===== src/sv/pae_pkg.sv =====
`timescale 1ns / 1ps

package pae_pkg;

  localparam int SYM_W     = 4;
  localparam int ST_W      = 4;
  localparam int DEPTH_W   = 6;
  localparam int MASK_W    = 16;
  localparam int CFG_IDX_W = 1;
  localparam int CFG_DATA_W = MASK_W;

  // Table and stack geometry, tied to the field widths above
  localparam int STATE_COUNT     = 16;
  localparam int SLOTS_PER_STATE = 8;
  localparam int STACK_SIZE      = 32;

  typedef enum logic [1:0] {
    KIND_WRITE  = 2'd0,
    KIND_SYMBOL = 2'd1,
    KIND_END    = 2'd2,
    KIND_NONE   = 2'd3
  } kind_e;

  typedef enum logic [1:0] {
    EV_MOVE   = 2'd0,
    EV_ACCEPT = 2'd1,
    EV_REJECT = 2'd2,
    EV_STUCK  = 2'd3
  } event_e;

  typedef enum logic [CFG_IDX_W-1:0] {
    CFG_START_STATE = 1'd0,
    CFG_ACCEPT_MASK = 1'd1
  } cfg_idx_e;

  typedef struct packed {
    logic [1:0]       kind;
    logic [ST_W-1:0]  entry_state;
    logic [2:0]       entry_slot;
    logic             entry_valid;
    logic [SYM_W-1:0] entry_read;
    logic [SYM_W-1:0] entry_pop;
    logic [SYM_W-1:0] entry_push;
    logic [ST_W-1:0]  entry_next;
    logic [SYM_W-1:0] symbol;
  } pae_in_t;

  typedef struct packed {
    logic [1:0]         event_res;
    logic [ST_W-1:0]    from_state;
    logic [SYM_W-1:0]   read_sym;
    logic [SYM_W-1:0]   pop_sym;
    logic [SYM_W-1:0]   push_sym;
    logic [ST_W-1:0]    to_state;
    logic [DEPTH_W-1:0] depth;
    logic [SYM_W-1:0]   top_sym;
    logic               last;
  } pae_out_t;

  // One transition slot as stored in the table memory
  typedef struct packed {
    logic [SYM_W-1:0] rd_sym;
    logic [SYM_W-1:0] pop_sym;
    logic [SYM_W-1:0] push_sym;
    logic [ST_W-1:0]  nxt;
  } pae_slot_t;

  typedef struct packed {
    logic      valid;
    pae_slot_t slot;
  } pae_entry_t;

  // Stack command from the sequencer
  typedef struct packed {
    logic             clear;
    logic             apply;
    logic [SYM_W-1:0] pop_sym;
    logic [SYM_W-1:0] push_sym;
  } pae_stack_op_t;

endpackage


===== src/sv/pae_if.sv =====
`timescale 1ns / 1ps

interface pae_in_if;
  import pae_pkg::*;
  logic    valid;
  logic    ready;
  pae_in_t data;
  modport source (output valid, output data, input ready);
  modport sink (input valid, input data, output ready);
endinterface

interface pae_out_if;
  import pae_pkg::*;
  logic     valid;
  logic     ready;
  pae_out_t data;
  modport source (output valid, output data, input ready);
  modport sink (input valid, input data, output ready);
endinterface


===== src/sv/pae_table.sv =====
`timescale 1ns / 1ps

module pae_table #(
  parameter int DEPTH = 128,
  parameter int AW    = 7
) (
  input  logic                  clk_i,
  input  logic                  rst_ni,
  input  logic                  wr_en_i,
  input  logic [AW-1:0]         wr_addr_i,
  input  pae_pkg::pae_entry_t   wr_data_i,
  input  logic                  rd_en_i,
  input  logic [AW-1:0]         rd_addr_i,
  output pae_pkg::pae_entry_t   rd_data_o
);
  import pae_pkg::*;

  pae_slot_t        mem [DEPTH];
  logic [DEPTH-1:0] valid_q;
  pae_slot_t        slot_q;
  logic             vld_q;

  // Write slot contents and read registered
  always_ff @(posedge clk_i) begin
    if (wr_en_i) begin
      mem[wr_addr_i] <= wr_data_i.slot;
    end
    if (rd_en_i) begin
      slot_q <= mem[rd_addr_i];
    end
  end

  // Hold per-slot valid bits, cleared at reset
  always_ff @(posedge clk_i or negedge rst_ni) begin
    if (!rst_ni) begin
      valid_q <= '0;
      vld_q   <= 1'b0;
    end else begin
      if (wr_en_i) begin
        valid_q[wr_addr_i] <= wr_data_i.valid;
      end
      if (rd_en_i) begin
        vld_q <= valid_q[rd_addr_i];
      end
    end
  end

  assign rd_data_o.valid = vld_q;
  assign rd_data_o.slot  = slot_q;

endmodule


===== src/sv/pae_stack.sv =====
`timescale 1ns / 1ps

module pae_stack #(
  parameter int DEPTH = 32,
  parameter int CW    = 6
) (
  input  logic                       clk_i,
  input  logic                       rst_ni,
  input  pae_pkg::pae_stack_op_t     op_i,
  output logic [CW-1:0]              count_o,
  output logic [pae_pkg::SYM_W-1:0]  top_o,
  output logic                       overflow_o
);
  import pae_pkg::*;

  localparam int AW = (DEPTH > 1) ? $clog2(DEPTH) : 1;

  logic [SYM_W-1:0] mem [DEPTH];
  logic [SYM_W-1:0] rd_q;
  logic [SYM_W-1:0] top_q;
  logic [CW-1:0]    count_q;
  logic             refill_q;
  logic [CW-1:0]    cnt_pop;
  logic [CW-1:0]    cnt_dec;
  logic             popped;
  logic             do_push;
  logic             do_refill;

  // Pop first, then check room for the push
  assign popped     = (op_i.pop_sym != '0) && (count_q != '0);
  assign cnt_pop    = popped ? count_q - CW'(1) : count_q;
  assign cnt_dec    = cnt_pop - CW'(1);
  assign overflow_o = (op_i.push_sym != '0) && (cnt_pop >= CW'(DEPTH));
  assign do_push    = op_i.apply && !op_i.clear && (op_i.push_sym != '0) && !overflow_o;
  assign do_refill  = op_i.apply && !op_i.clear && (op_i.push_sym == '0) && popped
                      && (cnt_pop != '0);

  // Write pushed symbol, fetch the new top after a bare pop
  always_ff @(posedge clk_i) begin
    if (do_push) begin
      mem[cnt_pop[AW-1:0]] <= op_i.push_sym;
    end
    if (do_refill) begin
      rd_q <= mem[cnt_dec[AW-1:0]];
    end
  end

  always_ff @(posedge clk_i or negedge rst_ni) begin
    if (!rst_ni) begin
      count_q  <= '0;
      top_q    <= '0;
      refill_q <= 1'b0;
    end else begin
      if (refill_q) begin
        top_q <= rd_q;
      end
      refill_q <= 1'b0;
      if (op_i.clear) begin
        count_q <= '0;
        top_q   <= '0;
      end else if (do_push) begin
        count_q <= cnt_pop + CW'(1);
        top_q   <= op_i.push_sym;
      end else if (op_i.apply && popped) begin
        count_q  <= cnt_pop;
        refill_q <= do_refill;
        if (!do_refill) begin
          top_q <= '0;
        end
      end
    end
  end

  assign count_o = count_q;
  assign top_o   = refill_q ? rd_q : top_q;

endmodule


===== src/sv/pushdown_automaton_engine.sv =====
`timescale 1ns / 1ps
// Channel   Dir  Handshake     Payload
// in_i      in   valid/ready   pae_in_t  (slot write, symbol, end marker)
// res_o     out  valid/ready   pae_out_t (one trace record per event)
// cfg       in   cfg_we_i      cfg_idx_i selects register, cfg_data_i value
//
// Each move scans the current state's slots through the table memory, one read
// per cycle, until a slot matches or the last slot misses. Epsilon chains repeat
// the scan per move.
// Reset clears control, the slot valid bits and the stack count; no sweep.
// A stalled result port holds the sequencer at its next record.

module pushdown_automaton_engine #(
  parameter int MAX_EPS = 8
) (
  input  logic                             clk_i,
  input  logic                             rst_ni,
  pae_in_if.sink                           in_i,
  pae_out_if.source                        res_o,
  input  logic                             cfg_we_i,
  input  logic [pae_pkg::CFG_IDX_W-1:0]    cfg_idx_i,
  input  logic [pae_pkg::CFG_DATA_W-1:0]   cfg_data_i
);
  import pae_pkg::*;

  localparam int TBL_DEPTH = STATE_COUNT * SLOTS_PER_STATE;
  localparam int TAW = (TBL_DEPTH > 1) ? $clog2(TBL_DEPTH) : 1;
  localparam int IW  = $clog2(SLOTS_PER_STATE + 1);
  localparam int EW  = $clog2(MAX_EPS + 1);
  localparam int CW  = $clog2(STACK_SIZE + 1);

  typedef enum logic [2:0] {
    ST_IDLE,
    ST_START,
    ST_SCAN,
    ST_MOVE,
    ST_STUCK,
    ST_FINAL
  } state_e;

  state_e            state_q, state_d;
  logic [ST_W-1:0]   start_q;
  logic [MASK_W-1:0] mask_q;
  logic [ST_W-1:0]   cur_q, cur_d;
  logic [ST_W-1:0]   from_q, from_d;
  logic [SYM_W-1:0]  sym_q, sym_d;
  logic              seen_q, seen_d;
  logic              stuck_q, stuck_d;
  logic              end_q, end_d;
  logic              ok_q, ok_d;
  logic [EW-1:0]     eps_q, eps_d;
  logic [IW-1:0]     issue_q, issue_d;
  logic              pend_q, pend_d;
  logic              pend_last_q, pend_last_d;
  logic              out_valid_q, out_valid_d;
  pae_out_t          out_q, out_d;

  logic              tbl_wr_en;
  logic [TAW-1:0]    tbl_wr_addr;
  pae_entry_t        tbl_wr_data;
  logic              tbl_rd_en;
  logic [TAW-1:0]    tbl_rd_addr;
  pae_entry_t        entry;
  pae_stack_op_t     stk_op;
  logic [CW-1:0]     stk_count;
  logic [SYM_W-1:0]  stk_top;
  logic              stk_overflow;
  logic              hit;
  logic              is_eps;
  logic              emit_ok;
  logic [DEPTH_W-1:0] depth;

  pae_table #(.DEPTH(TBL_DEPTH), .AW(TAW)) u_pae_table (
    .clk_i     (clk_i),
    .rst_ni    (rst_ni),
    .wr_en_i   (tbl_wr_en),
    .wr_addr_i (tbl_wr_addr),
    .wr_data_i (tbl_wr_data),
    .rd_en_i   (tbl_rd_en),
    .rd_addr_i (tbl_rd_addr),
    .rd_data_o (entry)
  );

  pae_stack #(.DEPTH(STACK_SIZE), .CW(CW)) u_pae_stack (
    .clk_i      (clk_i),
    .rst_ni     (rst_ni),
    .op_i       (stk_op),
    .count_o    (stk_count),
    .top_o      (stk_top),
    .overflow_o (stk_overflow)
  );

  // Slot write from the input transaction
  assign tbl_wr_addr = TAW'(in_i.data.entry_state) * TAW'(SLOTS_PER_STATE)
                       + TAW'(in_i.data.entry_slot);
  assign tbl_wr_data.valid         = in_i.data.entry_valid;
  assign tbl_wr_data.slot.rd_sym   = in_i.data.entry_read;
  assign tbl_wr_data.slot.pop_sym  = in_i.data.entry_pop;
  assign tbl_wr_data.slot.push_sym = in_i.data.entry_push;
  assign tbl_wr_data.slot.nxt      = in_i.data.entry_next;
  assign tbl_rd_addr = TAW'(cur_q) * TAW'(SLOTS_PER_STATE) + TAW'(issue_q);

  // Match test on the slot just read
  assign is_eps = (entry.slot.rd_sym == '0);
  assign hit = entry.valid
               && (is_eps || entry.slot.rd_sym == sym_q)
               && (entry.slot.pop_sym == '0 || stk_count == '0
                   || entry.slot.pop_sym == stk_top);
  assign emit_ok = !out_valid_q || res_o.ready;
  assign depth   = DEPTH_W'(stk_count);

  assign in_i.ready  = (state_q == ST_IDLE);
  assign res_o.valid = out_valid_q;
  assign res_o.data  = out_q;

  always_comb begin
    state_d     = state_q;
    cur_d       = cur_q;
    from_d      = from_q;
    sym_d       = sym_q;
    seen_d      = seen_q;
    stuck_d     = stuck_q;
    end_d       = end_q;
    ok_d        = ok_q;
    eps_d       = eps_q;
    issue_d     = issue_q;
    pend_d      = pend_q;
    pend_last_d = pend_last_q;
    out_d       = out_q;
    out_valid_d = out_valid_q && !res_o.ready;
    tbl_wr_en   = 1'b0;
    tbl_rd_en   = 1'b0;
    stk_op.clear    = 1'b0;
    stk_op.apply    = 1'b0;
    stk_op.pop_sym  = entry.slot.pop_sym;
    stk_op.push_sym = entry.slot.push_sym;

    unique case (state_q)
      ST_IDLE: begin
        if (in_i.valid) begin
          unique case (kind_e'(in_i.data.kind))
            KIND_WRITE: begin
              tbl_wr_en = (32'(in_i.data.entry_state) < STATE_COUNT)
                          && (32'(in_i.data.entry_slot) < SLOTS_PER_STATE);
            end
            KIND_SYMBOL: begin
              sym_d = in_i.data.symbol;
              end_d = 1'b0;
              eps_d = '0;
              if (!seen_q) begin
                cur_d        = start_q;
                stk_op.clear = 1'b1;
                stuck_d      = 1'b0;
                seen_d       = 1'b1;
              end
              state_d = ST_START;
            end
            KIND_END: begin
              sym_d  = '0;
              end_d  = 1'b1;
              seen_d = 1'b0;
              if (!seen_q) begin
                cur_d        = start_q;
                stk_op.clear = 1'b1;
                stuck_d      = 1'b0;
                ok_d         = mask_q[start_q];
                state_d      = ST_FINAL;
              end else if (stuck_q) begin
                ok_d    = 1'b0;
                state_d = ST_FINAL;
              end else begin
                state_d = ST_START;
              end
            end
            KIND_NONE: begin
            end
            default: begin
            end
          endcase
        end
      end

      ST_START: begin
        issue_d     = '0;
        pend_d      = 1'b0;
        pend_last_d = 1'b0;
        if (stuck_q) begin
          state_d = ST_STUCK;
        end else if (32'(cur_q) >= STATE_COUNT) begin
          // State without slots: no match
          if (end_q) begin
            ok_d    = 1'b0;
            state_d = ST_FINAL;
          end else begin
            stuck_d = 1'b1;
            state_d = ST_STUCK;
          end
        end else begin
          state_d = ST_SCAN;
        end
      end

      ST_SCAN: begin
        if (pend_q && hit) begin
          if (!end_q && is_eps && eps_q >= EW'(MAX_EPS)) begin
            stuck_d = 1'b1;
            state_d = ST_STUCK;
          end else if (stk_overflow) begin
            if (end_q) begin
              ok_d    = 1'b0;
              state_d = ST_FINAL;
            end else begin
              stuck_d = 1'b1;
              state_d = ST_STUCK;
            end
          end else begin
            stk_op.apply = 1'b1;
            from_d       = cur_q;
            cur_d        = entry.slot.nxt;
            if (is_eps && !end_q) begin
              eps_d = eps_q + EW'(1);
            end
            state_d = ST_MOVE;
          end
        end else if (pend_q && pend_last_q) begin
          if (end_q) begin
            ok_d    = 1'b0;
            state_d = ST_FINAL;
          end else begin
            stuck_d = 1'b1;
            state_d = ST_STUCK;
          end
        end else begin
          // Issue the next slot read
          tbl_rd_en   = 1'b1;
          pend_d      = 1'b1;
          pend_last_d = (issue_q == IW'(SLOTS_PER_STATE - 1));
          issue_d     = issue_q + IW'(1);
        end
      end

      ST_MOVE: begin
        if (emit_ok) begin
          out_valid_d     = 1'b1;
          out_d.event_res = EV_MOVE;
          out_d.from_state = from_q;
          out_d.read_sym  = entry.slot.rd_sym;
          out_d.pop_sym   = entry.slot.pop_sym;
          out_d.push_sym  = entry.slot.push_sym;
          out_d.to_state  = cur_q;
          out_d.depth     = depth;
          out_d.top_sym   = stk_top;
          out_d.last      = !end_q && !is_eps;
          if (end_q) begin
            ok_d    = mask_q[cur_q];
            state_d = ST_FINAL;
          end else if (is_eps) begin
            state_d = ST_START;
          end else begin
            state_d = ST_IDLE;
          end
        end
      end

      ST_STUCK: begin
        if (emit_ok) begin
          out_valid_d      = 1'b1;
          out_d.event_res  = EV_STUCK;
          out_d.from_state = cur_q;
          out_d.read_sym   = sym_q;
          out_d.pop_sym    = '0;
          out_d.push_sym   = '0;
          out_d.to_state   = cur_q;
          out_d.depth      = depth;
          out_d.top_sym    = stk_top;
          out_d.last       = 1'b1;
          state_d          = ST_IDLE;
        end
      end

      ST_FINAL: begin
        if (emit_ok) begin
          out_valid_d      = 1'b1;
          out_d.event_res  = ok_q ? EV_ACCEPT : EV_REJECT;
          out_d.from_state = cur_q;
          out_d.read_sym   = '0;
          out_d.pop_sym    = '0;
          out_d.push_sym   = '0;
          out_d.to_state   = cur_q;
          out_d.depth      = depth;
          out_d.top_sym    = stk_top;
          out_d.last       = 1'b1;
          state_d          = ST_IDLE;
        end
      end

      default: begin
        state_d = ST_IDLE;
      end
    endcase
  end

  // Hold sequencer state and the result register
  always_ff @(posedge clk_i or negedge rst_ni) begin
    if (!rst_ni) begin
      state_q     <= ST_IDLE;
      cur_q       <= '0;
      from_q      <= '0;
      sym_q       <= '0;
      seen_q      <= 1'b0;
      stuck_q     <= 1'b0;
      end_q       <= 1'b0;
      ok_q        <= 1'b0;
      eps_q       <= '0;
      issue_q     <= '0;
      pend_q      <= 1'b0;
      pend_last_q <= 1'b0;
      out_valid_q <= 1'b0;
    end else begin
      state_q     <= state_d;
      cur_q       <= cur_d;
      from_q      <= from_d;
      sym_q       <= sym_d;
      seen_q      <= seen_d;
      stuck_q     <= stuck_d;
      end_q       <= end_d;
      ok_q        <= ok_d;
      eps_q       <= eps_d;
      issue_q     <= issue_d;
      pend_q      <= pend_d;
      pend_last_q <= pend_last_d;
      out_valid_q <= out_valid_d;
    end
  end

  always_ff @(posedge clk_i) begin
    out_q <= out_d;
  end

  // Configuration registers
  always_ff @(posedge clk_i or negedge rst_ni) begin
    if (!rst_ni) begin
      start_q <= '0;
      mask_q  <= '0;
    end else if (cfg_we_i) begin
      unique case (cfg_idx_e'(cfg_idx_i))
        CFG_START_STATE: start_q <= cfg_data_i[ST_W-1:0];
        CFG_ACCEPT_MASK: mask_q  <= cfg_data_i[MASK_W-1:0];
        default: begin
        end
      endcase
    end
  end

endmodule


===== src/flat_wrapper.sv =====
// flat-port wrapper written by rule: the top's interface ports become plain ports
module pushdown_automaton_engine_flat import pae_pkg::*;
#(
  parameter int MAX_EPS = 8
)
  (clk_i, rst_ni, cfg_we_i, cfg_idx_i, cfg_data_i, in_i_valid, in_i_data, in_i_ready, res_o_valid, res_o_data, res_o_ready);
  pae_in_if in_i_i ();
  pae_out_if res_o_i ();
  input  logic clk_i;
  input  logic rst_ni;
  input  logic cfg_we_i;
  input  logic [pae_pkg::CFG_IDX_W-1:0] cfg_idx_i;
  input  logic [pae_pkg::CFG_DATA_W-1:0] cfg_data_i;
  input wire logic [$bits(in_i_i.valid)-1:0] in_i_valid;
  input wire logic [$bits(in_i_i.data)-1:0] in_i_data;
  output wire logic [$bits(in_i_i.ready)-1:0] in_i_ready;
  output wire logic [$bits(res_o_i.valid)-1:0] res_o_valid;
  output wire logic [$bits(res_o_i.data)-1:0] res_o_data;
  input wire logic [$bits(res_o_i.ready)-1:0] res_o_ready;
  assign in_i_i.valid = in_i_valid;
  assign in_i_i.data = in_i_data;
  assign in_i_ready = in_i_i.ready;
  assign res_o_valid = res_o_i.valid;
  assign res_o_data = res_o_i.data;
  assign res_o_i.ready = res_o_ready;
  pushdown_automaton_engine #(.MAX_EPS(MAX_EPS)) u_core (.clk_i(clk_i), .rst_ni(rst_ni), .in_i(in_i_i), .res_o(res_o_i), .cfg_we_i(cfg_we_i), .cfg_idx_i(cfg_idx_i), .cfg_data_i(cfg_data_i));
endmodule

===== config.mk =====
export PLATFORM = sky130hd
export DESIGN_NAME = pushdown_automaton_engine_flat
export DESIGN_NICKNAME = d
export VERILOG_FILES = /design/src/sv/pae_pkg.sv /design/src/sv/pae_if.sv /design/src/sv/pae_table.sv /design/src/sv/pae_stack.sv /design/src/sv/pushdown_automaton_engine.sv /design/src/flat_wrapper.sv
export SDC_FILE = /design/constraint.sdc
export NUM_CORES = 2
export LEC_CHECK = 0
export ABC_AREA = 1
export BUFFER_PORTS_ARGS = -buffer_cell sky130_fd_sc_hd__buf_2
export CELL_PAD_IN_SITES_DETAIL_PLACEMENT = 1
export CELL_PAD_IN_SITES_GLOBAL_PLACEMENT = 1
export CORE_AREA = 2 2 438 440
export DETAILED_ROUTE_END_ITERATION = 8
export DIE_AREA = 0 0 440 442
export PLACE_DENSITY_LB_ADDON = 0.08
export SETUP_SLACK_MARGIN = 0.2
export SLEW_MARGIN = 20
export SYNTH_ARGS = -nofsm -noshare
export SYNTH_HDL_FRONTEND = slang
export SYNTH_SLANG_ARGS = --single-unit

===== constraint.sdc =====
create_clock -name clk_i -period 4 [get_ports clk_i]
set_input_delay 0.2 -clock clk_i [delete_from_list [all_inputs] [get_ports clk_i]]
set_output_delay 0.2 -clock clk_i [all_outputs]
set_load 0.01 [all_outputs]

==> impl_results.md <==
* Vias/cell at 6.17
* Layout area overhead at 14.2%
* WHS at 70.7 ps
* Combinational share of power at 0.333
* Starting density of the core at 0.519
* IO Port Bufs at 86
* Setup TNS at 0 ps
* Commonest non-fill, non-tap cell in the layout: edfxtp_1
* Largest net degree at the start of global routing at 129
* Initial antenna violation count at 9
* Routability cong. at 0.870
* Sequential share of power at 0.366
* Seq cells post-synth at 2419
* Die Ht at 442 um
* Share of cells above drive strength 1 at 0.109
* Iter 0 DRT Violations at 7491
* Sequential-to-total area share from yosys stat at 0.729
* Crit path max fanout at 50
* Fin area at 0.112 sq mm
* First-pass GRT wire length at 463000 um
* Leak at 40.2 nW
* Die footprint at 0.194 sq mm
* Cts hold-fix bufs at 61
* H-tree depth at 5
* Outcome: complete, no violations
* CTS tree: done
* Startpoint Class: flip-flop
* Cells after Synth at 7928
* Total Power at 79.1 mW
* Mapped cell area at 0.0983 sq mm
* DR WL/cell at 29.0 um
* # rows at 160
* Fin. Hold Viols at 0
* WP buf/inv at 4
* Final nets at 8266
* Final WL at 316000 um
* Most frequent cells in the layout: edfxtp_1 (2229), nand2_1 (1365), nor2_1 (934)
* Routed Antenna Nets at 0
* Switching Power at 29.5 mW
* RSZ-0062 raised after global routing: no
* Area share of the largest cell type after synthesis at 0.681
* Clk sinks at 2419
* Clk_skew at 50.0 ps
* Critical path required time at 4760 ps
* Final Cycle Share at 0.875
* Max clock buf depth at 4
* Reg2reg start: u_core.issue_q[0]
* Post-synth cell types at 44
* Worst path depth at 12
* Post-CTS Setup Bufs at 0
* P_int at 49.6 mW
* Critical path origin: u_core.issue_q[0]
* Max-slew headroom at 0.215
* Max cap viols at 0
* Worst Setup EP: u_core.u_pae_table.rd_data_o[3]
* Top post-synthesis cells by area: edfxtp_1 (68%), nand2_1 (5.2%), dfrtp_1 (4.8%)
* Clock transition at path regs at 60 ps
* HP Class: in -> reg
* Crit path arrival time at 4260 ps
* Register-to-Register Setup Slack at 500 ps
* Post-cts gate resize count at 0
* Clock share of power at 0.301
* Vias in the first global route at 69.5k
* Placed insts at 10.4k
* Critical path's most frequent cell: nand3_1
* Worst Setup End Kind: flip-flop
* Final setup violation count at 0
* Fin cells at 10.9k
* Clock Root Buffer: clkbuf_16
* Clk Latency, worst-skew pair at 930 ps
* Switching share of power at 0.373
* Worst reg2reg path depth at 12
* Max incr delay on CP at 680 ps
* Final HPWL DP at 186000 um
* Power density of the placed cells at 704 mW/mm^2
* TritonCTS Buffers at 277
* FMAX at 0.286 GHz
* Core Region at 0.190 sq mm
* Peak VDD IR at 0.736 mV
* Worst Tran Pin Value at 1180 ps
* Fillers at 18.7k
* Synth Warn # at 0
* Synth area leader: edfxtp_1
* Congestion Overflow GR at 0
* Crit path cell chain: inv_8 > buf_12 > buf_12 > buf_4 > o21ai_0 > o22ai_1 > nand2_1 > o211ai_1 > nand3_1 > nand3_1 > nand3_1 > nand2_1
* IO Count at 87
* DR vias at 67.2k
* Fin crit period at 3500 ps
* Remaining DRCs at 0
* Initial DRT Pass Iterations at 7
* Avg Cell Area, Syn at 12.4 sq um
* Post-DP Area at 0.103 sq mm
* Synth Net Count at 7994
* Width of the die at 440 um
* CP delay by family, top: buffers and inverters
* Critical path start-end classification: reg -> reg
* Max-slew violation count at 0
* CP max-delay cell: dfrtp_4
* Gr usage total at 0.323
* Worst r2r dst: u_core.u_pae_table.rd_data_o[3]
## power groups by stage
stage | Sequential [mW] | Combinational [mW] | Clock, mW
final | 29.0 | 26.3 | 23.8
after global routing | 29.0 | 28.3 | 25.0
after CTS | 28.9 | 26.2 | 24.0
after detailed placement | 29.5 | 25.9 | 0
after global placement | 29.4 | 25.4 | 0
after floorplan | 29.3 | 15.4 | 0
## worst min-delay path: cells and delay by family
kind,cells,cell delay (ps)
buffers and inverters,3,400
AND/OR/NAND/NOR,3,260
AO/OA/AOI/OAI,1,100
## registers in the layout, indices dropped and copies added, names as in the netlist, 3 cells and up
signal and count:
u_core.u_pae_stack.count_o 6, u_core.u_pae_table.mem 2048, u_core.res_o.data 33, u_core.state_q 3, u_core.u_pae_table.valid_q 128, u_core.eps_q 4
u_core.u_pae_stack.top_q 4, u_core.u_pae_table.rd_data_o 16, u_core.cur_q 4, u_core.start_q 4, u_core.issue_q 4, u_core.sym_q 4
u_core.u_pae_stack.mem 128, u_core.u_pae_stack.rd_q 4, u_core.mask_q 16, u_core.from_q 4
## layout make-up
cell class / count / area [sq um] / area share
Tap cell: 2511 / 3140 / 0.0280
Inverter: 263 / 1020 / 0.00913
Timing Repair Buffer: 483 / 4440 / 0.0395
Clock inverter: 77 / 594 / 0.00529
Sequential cell: 2419 / 71700 / 0.639
Clock buffer: 388 / 7730 / 0.0689
Antenna cell: 5 / 12.5 / 0.000111
Multi-Input combinational cell: 4756 / 23600 / 0.210
## Yosys cell counts, drive strengths merged
cell type,instances
a21boi,2
a21oi,247
buf,200
clkbuf,290
clkinv,5
dfrtp,190
edfxtp,2229
ha,14
inv,258
mux2,72
mux2i,173
nand2,1379
nand3,461
nand4,14
nor2,959
nor3,23
o2111a,1
o211ai,178
o21a,35
o21ai,827
o21bai,1
o22ai,360
xnor2,2
xor2,8
## layer usage
metal / share of wire / up-vias / global-route usage
met3: 0.068 / 596 / 0.0423
met1: 0.41 / 34700 / 0.449
met5: 0.000082 / - / 0
met2: 0.48 / 2726 / 0.519
li1: - / 29100 / -
met4: 0.041 / 4 / 0.127
## cell families (layout without fill, tap and decap cells)
logic type	Yosys count	in the layout	synth area share
other cells	0	5	0
fa+ha+maj	14	14	0.00178
xor+xnor	10	10	0.00123
simple gates	2836	2836	0.116
compound gates	1651	1651	0.0942
mux	245	245	0.0259
buf+inv	753	1211	0.0318
flops	2419	2419	0.729
## stage by stage
stage,setup WS (ps),util
5_1_grt,335,0.592
2_1_floorplan,1140,-
3_5_place_dp,558,0.545
4_1_cts,504,0.592
6_report,499,0.592
3_3_place_gp,656,0.545
## worst min-delay path by stage
| stage | cells after the start | end | start |
|---|---|---|---|
| floorplan | 0 | u_core.cur_q[0] | rst_ni |
| global placement | 1 | u_core.mask_q[9] | rst_ni |
| finish | 7 | u_core.u_pae_table.valid_q[0] | in_i_data[25] |
| global route | 3 | u_core.mask_q[12] | cfg_data_i[12] |
| CTS | 7 | u_core.u_pae_table.valid_q[0] | in_i_data[25] |
| detailed placement | 1 | u_core.mask_q[9] | rst_ni |
Power figures use the tool's default switching activity.
